--- src/rtl/ftpr_pkg.sv ---
// Shared types, constants and the 5x7 glyph ROM for the character pixel renderer.
// No dependencies.
package ftpr_pkg;

  localparam int unsigned CellW      = 6;
  localparam int unsigned CellH      = 8;
  localparam int unsigned GlyphCols  = 5;
  localparam logic [7:0]  FirstCode  = 8'h20;
  localparam logic [7:0]  LastCode   = 8'h7E;
  localparam int unsigned QueueDepth = 2;

  typedef enum logic [1:0] {
    REG_FG_COLOR   = 2'd0,
    REG_BG_COLOR   = 2'd1,
    REG_COL_OFFSET = 2'd2,
    REG_ROW_OFFSET = 2'd3
  } reg_idx_e;

  // column c of the glyph at index c, bit r is row r
  typedef logic [0:GlyphCols-1][6:0] glyph_t;

  typedef struct packed {
    logic [15:0] cell_x;
    logic [15:0] cell_y;
    glyph_t      glyph;
  } cell_t;

  typedef struct packed {
    logic [15:0] fg_color;
    logic [15:0] bg_color;
    logic [7:0]  col_offset;
    logic [7:0]  row_offset;
  } cfg_t;

  function automatic glyph_t glyph_rom(input logic [6:0] idx);
    glyph_t g;
    unique case (idx)
      7'd0:  g = '{7'h00, 7'h00, 7'h00, 7'h00, 7'h00};
      7'd1:  g = '{7'h00, 7'h00, 7'h5F, 7'h00, 7'h00};
      7'd2:  g = '{7'h00, 7'h07, 7'h00, 7'h07, 7'h00};
      7'd3:  g = '{7'h14, 7'h7F, 7'h14, 7'h7F, 7'h14};
      7'd4:  g = '{7'h24, 7'h2A, 7'h7F, 7'h2A, 7'h12};
      7'd5:  g = '{7'h23, 7'h13, 7'h08, 7'h64, 7'h62};
      7'd6:  g = '{7'h36, 7'h49, 7'h55, 7'h22, 7'h50};
      7'd7:  g = '{7'h00, 7'h05, 7'h03, 7'h00, 7'h00};
      7'd8:  g = '{7'h00, 7'h1C, 7'h22, 7'h41, 7'h00};
      7'd9:  g = '{7'h00, 7'h41, 7'h22, 7'h1C, 7'h00};
      7'd10: g = '{7'h08, 7'h2A, 7'h1C, 7'h2A, 7'h08};
      7'd11: g = '{7'h08, 7'h08, 7'h3E, 7'h08, 7'h08};
      7'd12: g = '{7'h00, 7'h50, 7'h30, 7'h00, 7'h00};
      7'd13: g = '{7'h08, 7'h08, 7'h08, 7'h08, 7'h08};
      7'd14: g = '{7'h00, 7'h60, 7'h60, 7'h00, 7'h00};
      7'd15: g = '{7'h20, 7'h10, 7'h08, 7'h04, 7'h02};
      7'd16: g = '{7'h3E, 7'h51, 7'h49, 7'h45, 7'h3E};
      7'd17: g = '{7'h00, 7'h42, 7'h7F, 7'h40, 7'h00};
      7'd18: g = '{7'h42, 7'h61, 7'h51, 7'h49, 7'h46};
      7'd19: g = '{7'h21, 7'h41, 7'h45, 7'h4B, 7'h31};
      7'd20: g = '{7'h18, 7'h14, 7'h12, 7'h7F, 7'h10};
      7'd21: g = '{7'h27, 7'h45, 7'h45, 7'h45, 7'h39};
      7'd22: g = '{7'h3C, 7'h4A, 7'h49, 7'h49, 7'h30};
      7'd23: g = '{7'h01, 7'h71, 7'h09, 7'h05, 7'h03};
      7'd24: g = '{7'h36, 7'h49, 7'h49, 7'h49, 7'h36};
      7'd25: g = '{7'h06, 7'h49, 7'h49, 7'h29, 7'h1E};
      7'd26: g = '{7'h00, 7'h36, 7'h36, 7'h00, 7'h00};
      7'd27: g = '{7'h00, 7'h56, 7'h36, 7'h00, 7'h00};
      7'd28: g = '{7'h00, 7'h08, 7'h14, 7'h22, 7'h41};
      7'd29: g = '{7'h14, 7'h14, 7'h14, 7'h14, 7'h14};
      7'd30: g = '{7'h41, 7'h22, 7'h14, 7'h08, 7'h00};
      7'd31: g = '{7'h02, 7'h01, 7'h51, 7'h09, 7'h06};
      7'd32: g = '{7'h32, 7'h49, 7'h79, 7'h41, 7'h3E};
      7'd33: g = '{7'h7E, 7'h11, 7'h11, 7'h11, 7'h7E};
      7'd34: g = '{7'h7F, 7'h49, 7'h49, 7'h49, 7'h36};
      7'd35: g = '{7'h3E, 7'h41, 7'h41, 7'h41, 7'h22};
      7'd36: g = '{7'h7F, 7'h41, 7'h41, 7'h22, 7'h1C};
      7'd37: g = '{7'h7F, 7'h49, 7'h49, 7'h49, 7'h41};
      7'd38: g = '{7'h7F, 7'h09, 7'h09, 7'h01, 7'h01};
      7'd39: g = '{7'h3E, 7'h41, 7'h41, 7'h51, 7'h32};
      7'd40: g = '{7'h7F, 7'h08, 7'h08, 7'h08, 7'h7F};
      7'd41: g = '{7'h00, 7'h41, 7'h7F, 7'h41, 7'h00};
      7'd42: g = '{7'h20, 7'h40, 7'h41, 7'h3F, 7'h01};
      7'd43: g = '{7'h7F, 7'h08, 7'h14, 7'h22, 7'h41};
      7'd44: g = '{7'h7F, 7'h40, 7'h40, 7'h40, 7'h40};
      7'd45: g = '{7'h7F, 7'h02, 7'h04, 7'h02, 7'h7F};
      7'd46: g = '{7'h7F, 7'h04, 7'h08, 7'h10, 7'h7F};
      7'd47: g = '{7'h3E, 7'h41, 7'h41, 7'h41, 7'h3E};
      7'd48: g = '{7'h7F, 7'h09, 7'h09, 7'h09, 7'h06};
      7'd49: g = '{7'h3E, 7'h41, 7'h51, 7'h21, 7'h5E};
      7'd50: g = '{7'h7F, 7'h09, 7'h19, 7'h29, 7'h46};
      7'd51: g = '{7'h46, 7'h49, 7'h49, 7'h49, 7'h31};
      7'd52: g = '{7'h01, 7'h01, 7'h7F, 7'h01, 7'h01};
      7'd53: g = '{7'h3F, 7'h40, 7'h40, 7'h40, 7'h3F};
      7'd54: g = '{7'h1F, 7'h20, 7'h40, 7'h20, 7'h1F};
      7'd55: g = '{7'h7F, 7'h20, 7'h18, 7'h20, 7'h7F};
      7'd56: g = '{7'h63, 7'h14, 7'h08, 7'h14, 7'h63};
      7'd57: g = '{7'h03, 7'h04, 7'h78, 7'h04, 7'h03};
      7'd58: g = '{7'h61, 7'h51, 7'h49, 7'h45, 7'h43};
      7'd59: g = '{7'h00, 7'h00, 7'h7F, 7'h41, 7'h41};
      7'd60: g = '{7'h02, 7'h04, 7'h08, 7'h10, 7'h20};
      7'd61: g = '{7'h41, 7'h41, 7'h7F, 7'h00, 7'h00};
      7'd62: g = '{7'h04, 7'h02, 7'h01, 7'h02, 7'h04};
      7'd63: g = '{7'h40, 7'h40, 7'h40, 7'h40, 7'h40};
      7'd64: g = '{7'h00, 7'h01, 7'h02, 7'h04, 7'h00};
      7'd65: g = '{7'h20, 7'h54, 7'h54, 7'h54, 7'h78};
      7'd66: g = '{7'h7F, 7'h48, 7'h44, 7'h44, 7'h38};
      7'd67: g = '{7'h38, 7'h44, 7'h44, 7'h44, 7'h20};
      7'd68: g = '{7'h38, 7'h44, 7'h44, 7'h48, 7'h7F};
      7'd69: g = '{7'h38, 7'h54, 7'h54, 7'h54, 7'h18};
      7'd70: g = '{7'h08, 7'h7E, 7'h09, 7'h01, 7'h02};
      7'd71: g = '{7'h08, 7'h14, 7'h54, 7'h54, 7'h3C};
      7'd72: g = '{7'h7F, 7'h08, 7'h04, 7'h04, 7'h78};
      7'd73: g = '{7'h00, 7'h44, 7'h7D, 7'h40, 7'h00};
      7'd74: g = '{7'h20, 7'h40, 7'h44, 7'h3D, 7'h00};
      7'd75: g = '{7'h00, 7'h7F, 7'h10, 7'h28, 7'h44};
      7'd76: g = '{7'h00, 7'h41, 7'h7F, 7'h40, 7'h00};
      7'd77: g = '{7'h7C, 7'h04, 7'h18, 7'h04, 7'h78};
      7'd78: g = '{7'h7C, 7'h08, 7'h04, 7'h04, 7'h78};
      7'd79: g = '{7'h38, 7'h44, 7'h44, 7'h44, 7'h38};
      7'd80: g = '{7'h7C, 7'h14, 7'h14, 7'h14, 7'h08};
      7'd81: g = '{7'h08, 7'h14, 7'h14, 7'h18, 7'h7C};
      7'd82: g = '{7'h7C, 7'h08, 7'h04, 7'h04, 7'h08};
      7'd83: g = '{7'h48, 7'h54, 7'h54, 7'h54, 7'h20};
      7'd84: g = '{7'h04, 7'h3F, 7'h44, 7'h40, 7'h20};
      7'd85: g = '{7'h3C, 7'h40, 7'h40, 7'h20, 7'h7C};
      7'd86: g = '{7'h1C, 7'h20, 7'h40, 7'h20, 7'h1C};
      7'd87: g = '{7'h3C, 7'h40, 7'h30, 7'h40, 7'h3C};
      7'd88: g = '{7'h44, 7'h28, 7'h10, 7'h28, 7'h44};
      7'd89: g = '{7'h0C, 7'h50, 7'h50, 7'h50, 7'h3C};
      7'd90: g = '{7'h44, 7'h64, 7'h54, 7'h4C, 7'h44};
      7'd91: g = '{7'h00, 7'h08, 7'h36, 7'h41, 7'h00};
      7'd92: g = '{7'h00, 7'h00, 7'h7F, 7'h00, 7'h00};
      7'd93: g = '{7'h00, 7'h41, 7'h36, 7'h08, 7'h00};
      7'd94: g = '{7'h08, 7'h08, 7'h2A, 7'h1C, 7'h08};
      default: g = '0;
    endcase
    return g;
  endfunction

endpackage

--- src/rtl/ftpr_front.sv ---
// Front end: accepts character requests, resolves the cell position, keeps the
// text cursor and fetches the glyph. Depends on ftpr_pkg.
module ftpr_front import ftpr_pkg::*; #(
  parameter int unsigned PANEL_WIDTH = 128
) (
  input  logic        clk_i,
  input  logic        rst_ni,
  input  logic        req_i,
  input  logic        mode_i,
  input  logic [15:0] start_x_i,
  input  logic [15:0] start_y_i,
  input  logic [7:0]  char_code_i,
  output cell_t       cell_o
);

  logic [15:0] cursor_x_q, cursor_x_d;
  logic [15:0] cursor_y_q, cursor_y_d;
  logic [15:0] cx, cy, nx;
  logic [16:0] nx_end;
  logic [7:0]  code;
  logic [6:0]  glyph_idx;

  always_comb begin
    cx = mode_i ? start_x_i : cursor_x_q;
    cy = mode_i ? start_y_i : cursor_y_q;

    // non-printable codes fall back to the space glyph
    code      = (char_code_i < FirstCode || char_code_i > LastCode) ? FirstCode : char_code_i;
    glyph_idx = 7'(code - FirstCode);

    nx     = cx + 16'(CellW);
    nx_end = {1'b0, nx} + 17'(CellW);
    if (nx_end > 17'(PANEL_WIDTH)) begin
      cursor_x_d = '0;
      cursor_y_d = cy + 16'(CellH);
    end else begin
      cursor_x_d = nx;
      cursor_y_d = cy;
    end

    cell_o.cell_x = cx;
    cell_o.cell_y = cy;
    cell_o.glyph  = glyph_rom(glyph_idx);
  end

  always_ff @(posedge clk_i or negedge rst_ni) begin
    if (!rst_ni) begin
      cursor_x_q <= '0;
      cursor_y_q <= '0;
    end else if (req_i) begin
      cursor_x_q <= cursor_x_d;
      cursor_y_q <= cursor_y_d;
    end
  end

endmodule

--- src/rtl/ftpr_queue.sv ---
// Short FIFO of cell descriptors between the front end and the rasteriser.
// Depends on ftpr_pkg.
module ftpr_queue import ftpr_pkg::*; (
  input  logic  clk_i,
  input  logic  rst_ni,
  input  logic  wr_i,
  input  cell_t wr_data_i,
  output logic  full_o,
  input  logic  rd_i,
  output cell_t rd_data_o,
  output logic  empty_o
);

  localparam int unsigned PtrW = (QueueDepth > 1) ? $clog2(QueueDepth) : 1;
  localparam int unsigned CntW = $clog2(QueueDepth + 1);

  cell_t            mem_q [QueueDepth];
  logic [PtrW-1:0]  wr_ptr_q, wr_ptr_d;
  logic [PtrW-1:0]  rd_ptr_q, rd_ptr_d;
  logic [CntW-1:0]  count_q, count_d;
  logic             do_wr, do_rd;

  assign full_o    = (count_q == CntW'(QueueDepth));
  assign empty_o   = (count_q == '0);
  assign do_wr     = wr_i && !full_o;
  assign do_rd     = rd_i && !empty_o;
  assign rd_data_o = mem_q[rd_ptr_q];

  always_comb begin
    wr_ptr_d = wr_ptr_q;
    rd_ptr_d = rd_ptr_q;
    if (do_wr) begin
      wr_ptr_d = (wr_ptr_q == PtrW'(QueueDepth - 1)) ? '0 : wr_ptr_q + 1'b1;
    end
    if (do_rd) begin
      rd_ptr_d = (rd_ptr_q == PtrW'(QueueDepth - 1)) ? '0 : rd_ptr_q + 1'b1;
    end
    count_d = count_q + CntW'(do_wr) - CntW'(do_rd);
  end

  always_ff @(posedge clk_i or negedge rst_ni) begin
    if (!rst_ni) begin
      wr_ptr_q <= '0;
      rd_ptr_q <= '0;
      count_q  <= '0;
    end else begin
      wr_ptr_q <= wr_ptr_d;
      rd_ptr_q <= rd_ptr_d;
      count_q  <= count_d;
    end
  end

  always_ff @(posedge clk_i) begin
    if (do_wr) begin
      mem_q[wr_ptr_q] <= wr_data_i;
    end
  end

endmodule

--- src/rtl/ftpr_back.sv ---
// Rasteriser: walks each 6x8 cell in row-major order, one pixel per cycle while pop_i keeps up,
// into an output register. Depends on ftpr_pkg.
module ftpr_back import ftpr_pkg::*; (
  input  logic        clk_i,
  input  logic        rst_ni,
  input  cfg_t        cfg_i,
  input  cell_t       cell_i,
  input  logic        cell_empty_i,
  output logic        cell_rd_o,
  output logic [15:0] pixel_col_o,
  output logic [15:0] pixel_row_o,
  output logic [15:0] pixel_color_o,
  output logic        last_o,
  output logic        empty_o,
  input  logic        pop_i
);

  cell_t       cell_q;
  logic        cell_valid_q, cell_valid_d;
  logic [2:0]  col_q, col_d;
  logic [2:0]  row_q, row_d;
  logic        out_valid_q, out_valid_d;
  logic [15:0] col_out_q, row_out_q, color_out_q;
  logic        last_out_q;
  logic        emit, last_pix, load, on;
  logic [15:0] pix_col, pix_row;

  assign emit     = cell_valid_q && (!out_valid_q || pop_i);
  assign last_pix = (row_q == 3'(CellH - 1)) && (col_q == 3'(CellW - 1));
  assign load     = !cell_empty_i && (!cell_valid_q || (emit && last_pix));
  assign cell_rd_o = load;

  always_comb begin
    // spacing column and bottom row stay background
    on = 1'b0;
    if (col_q < 3'(GlyphCols) && row_q < 3'(CellH - 1)) begin
      on = cell_q.glyph[col_q][row_q];
    end
    pix_col = cell_q.cell_x + 16'(col_q) + 16'(cfg_i.col_offset);
    pix_row = cell_q.cell_y + 16'(row_q) + 16'(cfg_i.row_offset);

    col_d        = col_q;
    row_d        = row_q;
    cell_valid_d = cell_valid_q;
    if (emit) begin
      if (col_q == 3'(CellW - 1)) begin
        col_d = '0;
        row_d = row_q + 1'b1;
      end else begin
        col_d = col_q + 1'b1;
      end
      if (last_pix) begin
        cell_valid_d = 1'b0;
      end
    end
    if (load) begin
      col_d        = '0;
      row_d        = '0;
      cell_valid_d = 1'b1;
    end

    out_valid_d = out_valid_q;
    if (emit) begin
      out_valid_d = 1'b1;
    end else if (pop_i) begin
      out_valid_d = 1'b0;
    end
  end

  always_ff @(posedge clk_i or negedge rst_ni) begin
    if (!rst_ni) begin
      cell_valid_q <= 1'b0;
      col_q        <= '0;
      row_q        <= '0;
      out_valid_q  <= 1'b0;
    end else begin
      cell_valid_q <= cell_valid_d;
      col_q        <= col_d;
      row_q        <= row_d;
      out_valid_q  <= out_valid_d;
    end
  end

  always_ff @(posedge clk_i) begin
    if (load) begin
      cell_q <= cell_i;
    end
    if (emit) begin
      col_out_q   <= pix_col;
      row_out_q   <= pix_row;
      color_out_q <= on ? cfg_i.fg_color : cfg_i.bg_color;
      last_out_q  <= last_pix;
    end
  end

  assign pixel_col_o   = col_out_q;
  assign pixel_row_o   = row_out_q;
  assign pixel_color_o = color_out_q;
  assign last_o        = last_out_q;
  assign empty_o       = !out_valid_q;

endmodule

--- src/rtl/font_text_pixel_renderer_core.sv ---
// Top level of the 5x7 character pixel renderer: configuration registers,
// front end, cell queue and rasteriser. Depends on ftpr_pkg and the ftpr_* modules.
//
//  channel | handshake   | payload
//  --------+-------------+------------------------------------------------
//  input   | push / full | mode_i, start_x_i, start_y_i, char_code_i
//  result  | empty / pop | pixel_col_o, pixel_row_o, pixel_color_o, last_o
//  config  | cfg_we_i    | cfg_idx_i, cfg_wdata_i
//
// Each character request yields 48 pixels, one per clock while pop keeps up;
// the rasteriser's single pixel counter sets the sustained rate of one request
// per 48 pixels. On idle a request is queued, loaded, then first pixel registered.
// A two-entry cell queue lets up to two further requests be taken while a
// cell is drawn; full rises once it holds them. A stalled pop freezes the
// output register and the rasteriser. Reset clears cursor, queue and
// configuration to their defaults; no clearing pass is needed.
module font_text_pixel_renderer_core import ftpr_pkg::*; #(
  parameter int unsigned PANEL_WIDTH = 128
) (
  input  logic        clk_i,
  input  logic        rst_ni,
  input  logic        cfg_we_i,
  input  logic [1:0]  cfg_idx_i,
  input  logic [15:0] cfg_wdata_i,
  input  logic        push,
  output logic        full,
  input  logic        mode_i,
  input  logic [15:0] start_x_i,
  input  logic [15:0] start_y_i,
  input  logic [7:0]  char_code_i,
  output logic        empty,
  input  logic        pop,
  output logic [15:0] pixel_col_o,
  output logic [15:0] pixel_row_o,
  output logic [15:0] pixel_color_o,
  output logic        last_o
);

  cfg_t  cfg_q;
  cell_t front_cell, queue_cell;
  logic  accept, queue_empty, queue_rd;

  always_ff @(posedge clk_i or negedge rst_ni) begin
    if (!rst_ni) begin
      cfg_q.fg_color   <= 16'hFFFF;
      cfg_q.bg_color   <= 16'h0000;
      cfg_q.col_offset <= 8'd2;
      cfg_q.row_offset <= 8'd3;
    end else if (cfg_we_i) begin
      unique case (reg_idx_e'(cfg_idx_i))
        REG_FG_COLOR:   cfg_q.fg_color   <= cfg_wdata_i;
        REG_BG_COLOR:   cfg_q.bg_color   <= cfg_wdata_i;
        REG_COL_OFFSET: cfg_q.col_offset <= cfg_wdata_i[7:0];
        REG_ROW_OFFSET: cfg_q.row_offset <= cfg_wdata_i[7:0];
        default: ;
      endcase
    end
  end

  assign accept = push && !full;

  ftpr_front #(
    .PANEL_WIDTH(PANEL_WIDTH)
  ) u_front (
    .clk_i      (clk_i),
    .rst_ni     (rst_ni),
    .req_i      (accept),
    .mode_i     (mode_i),
    .start_x_i  (start_x_i),
    .start_y_i  (start_y_i),
    .char_code_i(char_code_i),
    .cell_o     (front_cell)
  );

  ftpr_queue u_queue (
    .clk_i    (clk_i),
    .rst_ni   (rst_ni),
    .wr_i     (push),
    .wr_data_i(front_cell),
    .full_o   (full),
    .rd_i     (queue_rd),
    .rd_data_o(queue_cell),
    .empty_o  (queue_empty)
  );

  ftpr_back u_back (
    .clk_i        (clk_i),
    .rst_ni       (rst_ni),
    .cfg_i        (cfg_q),
    .cell_i       (queue_cell),
    .cell_empty_i (queue_empty),
    .cell_rd_o    (queue_rd),
    .pixel_col_o  (pixel_col_o),
    .pixel_row_o  (pixel_row_o),
    .pixel_color_o(pixel_color_o),
    .last_o       (last_o),
    .empty_o      (empty),
    .pop_i        (pop)
  );

endmodule

--- config.mk ---
export PLATFORM = sky130hd
export DESIGN_NAME = font_text_pixel_renderer_core
export DESIGN_NICKNAME = d
export VERILOG_FILES = /design/src/rtl/ftpr_pkg.sv /design/src/rtl/ftpr_front.sv /design/src/rtl/ftpr_queue.sv /design/src/rtl/ftpr_back.sv /design/src/rtl/font_text_pixel_renderer_core.sv
export SDC_FILE = /design/constraint.sdc
export NUM_CORES = 1
export LEC_CHECK = 0
export ABC_AREA = 1
export BUFFER_PORTS_ARGS = -buffer_cell sky130_fd_sc_hd__buf_2
export CORE_ASPECT_RATIO = 0.8
export CORE_UTILIZATION = 38
export DETAILED_ROUTE_END_ITERATION = 10
export PLACE_DENSITY = 0.66
export SLEW_MARGIN = 25
export SYNTH_ARGS = -nofsm -noshare
export SYNTH_HDL_FRONTEND = slang
export SYNTH_MEMORY_MAX_BITS = 65536
export SYNTH_SLANG_ARGS = --single-unit
--- constraint.sdc ---
create_clock -name clk_i -period 4.7 [get_ports clk_i]
set_input_delay 1.175 -clock clk_i [delete_from_list [all_inputs] [get_ports clk_i]]
set_output_delay 1.175 -clock clk_i [all_outputs]
set_load 0.1 [all_outputs]
==> metrics.txt <==
synth warn=0; RR Endpoint=u_back.pixel_col_o[15]; row count=between 70 and 80; vias=15590; share of layout cells above drive strength 1=14.95%; H-tree Lvls=2; Synth top area share=40.64%; RSZ-0062 raised after global routing=no; GPL Wtd Cong=just under 1; most frequent cell after synthesis=nand2_1; Layout Nets=approximately 2400; Worst R2R Path Depth=16; Final WS setup=about 530 ps; synth cell count leaders=nand2_1, edfxtp_1, nand3_1; multi-input logic area=0.007586 mm²; post-CTS setup buffer count=0; hold buffer count at cts=0; count of input and output buffers=~110; leading area contributor after synthesis=edfxtp_1; final hold violation count=0; share of flip-flops with an asynchronous set or reset=26.90%; most area-consuming cells after synthesis=edfxtp_1, nand2_1, dfrtp_1; CTS root buffer=clkbuf_16; CP Launch Type=primary input; Fin Setup TNS=0 ps; first-pass GRT wire length=between 90000 and 100000 µm; Main synth FF type=edfxtp_1; Period minus WS final=4173 ps; Die Ht=roughly 200 µm; max-capacitance violation count=0; cell count of the worst hold path=2; core area=0.04753 mm²; Syn Nets=2257; critical path arrival=around 4400 ps; final wirelength=61890 µm; Syn Inst Count=about 2100; GR Overflow Total=0; cts repair resizes=0; Placed Area=between 0.02 and 0.025 mm²; CTS Buffer Depth=3; die area=about 0.05 mm²; Pwr Total=roughly 12 mW; design area=around 0.021 mm²; leakage power=9.758 nW; DRC viols=0; die width=around 250 µm; Starting Density=38.87%; top fanout value on the critical path=9; drt pass-1 iters=5; Tcrit/Tclk final=~90%; FF+latch area=approximately 0.0098 mm²; Hold Path Origin=u_front.cursor_y_q[4]; initial antenna violation count=2; Clock Latency Late Sink=approximately 540 ps; Synth Register Bits=roughly 340; antenna fix cells=0; fill count=4603; Avg WL per Cell=around 21 µm; synthesis-to-layout area growth=16.16%; Post-Place Cells=around 2900; total CTS buffers=35; Synth Area per Inst=8.717 µm²; total global-route track usage=25.00%; Place WS=6.970 ps; pwr/cell area=between 500 and 600 mW/mm²; Critical Path End Type=register; Reg2Reg Setup Slack=between 700 and 800 ps; Worst Hold Class=reg2reg; critical path class=in2reg; cell area after synthesis=around 0.018 mm²; skew final=37.96 ps; Synth cell types=47; # setup viols final=0; number of global-route vias before repair=14740; sequential-to-total area share from yosys stat=between 50% and 60%; Ports=between 100 and 150; status=completed; vias per std cell=approximately 5.3; Required @ worst endpoint=a little under 5000 ps; FF-to-FF Start=u_back.col_q[0]; number of synthesized flops with an enable pin=between 200 and 300; Slew headroom=between 30% and 40%; Tightest Pin Transition=between 900 and 1000 ps; Max Slew Vio Count=0; largest net degree at the start of global routing=69; hold worst-path end=u_front.cursor_y_q[4]; CTS tree=built; initial drt markers=between 1500 and 2000; CTS clk-pin slew, worst paths=around 60 ps; CTS sink cnt=342; Non-Filler Instances=2928; Fmax achieved=239.6 MHz; HPWL Detailed=~46000 µm; Detail Route Antenna Nets=0; peak supply drop=390.9 µV
-- where the power goes --
group          total (mW)  internal [mW]  leakage [nW]  switching (mW)
Sequential           4.79           4.42          3.48           0.366
Clock                2.84           1.65         0.566            1.19
Combinational        4.70           1.02          5.72            3.68
-- logic make-up after synthesis --
kind of cell               after synthesis  share of synthesized area (%)
and+or+nand+nor                       1137                          25.81
DFF                                    342                          53.23
buffers and inverters                  262                          5.886
AOI/OAI and AO/OA                      261                          7.648
adders and majority gates               74                          5.378
xor gates and xnor gates                42                          1.991
muxes                                    1                        0.05419
-- how the worst max path moves through the flow --
stage | end | start
global route | u_queue.mem_q[0][10] | char_code_i[4]
global placement | u_queue.mem_q[1][16] | char_code_i[3]
floorplan | u_queue.count_q[1] | pop
detailed placement | u_queue.mem_q[0][6] | char_code_i[3]
finish | u_queue.mem_q[0][16] | char_code_i[3]
CTS | u_queue.mem_q[0][16] | char_code_i[3]
-- registers in the layout, indices dropped and copies added, names as in the netlist, 3 cells and up --
name	count
cfg_q	48
u_back.cell_q	67
u_back.col_q	3
u_back.pixel_col_o	16
u_back.pixel_color_o	16
u_back.pixel_row_o	16
u_back.row_q	3
u_front.cursor_x_q	16
u_front.cursor_y_q	16
u_queue.mem_q	134
-- worst max-delay path, cell delays in order --
cell and delay [ps]:
buf_2 100, inv_1 180, nor4_1 100, nand4_2 160, nand3_2 210, nor2_1 610, ha_1 470, inv_1 180
ha_1 240, or2_2 290, nand2_1 90, nand3_1 90, nor2_1 220, nor2_1 100, nor2_1 110, nand2_1 100
-- layout by cell type (no fill, tap or decap), types with 72 or more instances in the layout --
cell type and instances:
dfrtp_1 72, edfxtp_1 250, inv_1 171, nor2_1 119
o21ai_0 139, nand2_1 734, nand3_1 193, buf_2 113
buf_4 84
-- routing by layer --
| layer | wire, µm | global-route usage, % | vias to the layer above |
|---|---|---|---|
| li1 | - | - | 7350 |
| met1 | 30040 | 38.59 | 7505 |
| met2 | 25650 | 36.30 | 655 |
| met3 | 5133 | 4.351 | 78 |
| met4 | 1069 | 5.084 | 0 |
| met5 | 0 | 0 | - |
-- stage by stage --
stage	utilization, %	hold slack [ps]
after global placement	42.67	463.8
after floorplan	-	443.8
final	45.14	485.9
after detailed placement	42.69	466.0
after global routing	45.14	503.8
after CTS	45.14	485.5
-- cell type report --
type	count	area share (%)
inverters	180	3.161
repair buffers	208	6.601
clock buffers	46	4.368
flip-flops and latches	342	45.84
clock inverters	17	1.061
well taps	620	3.616
multi-input cells	1515	35.36
Note: power is estimated with default switching activity, not from simulation.
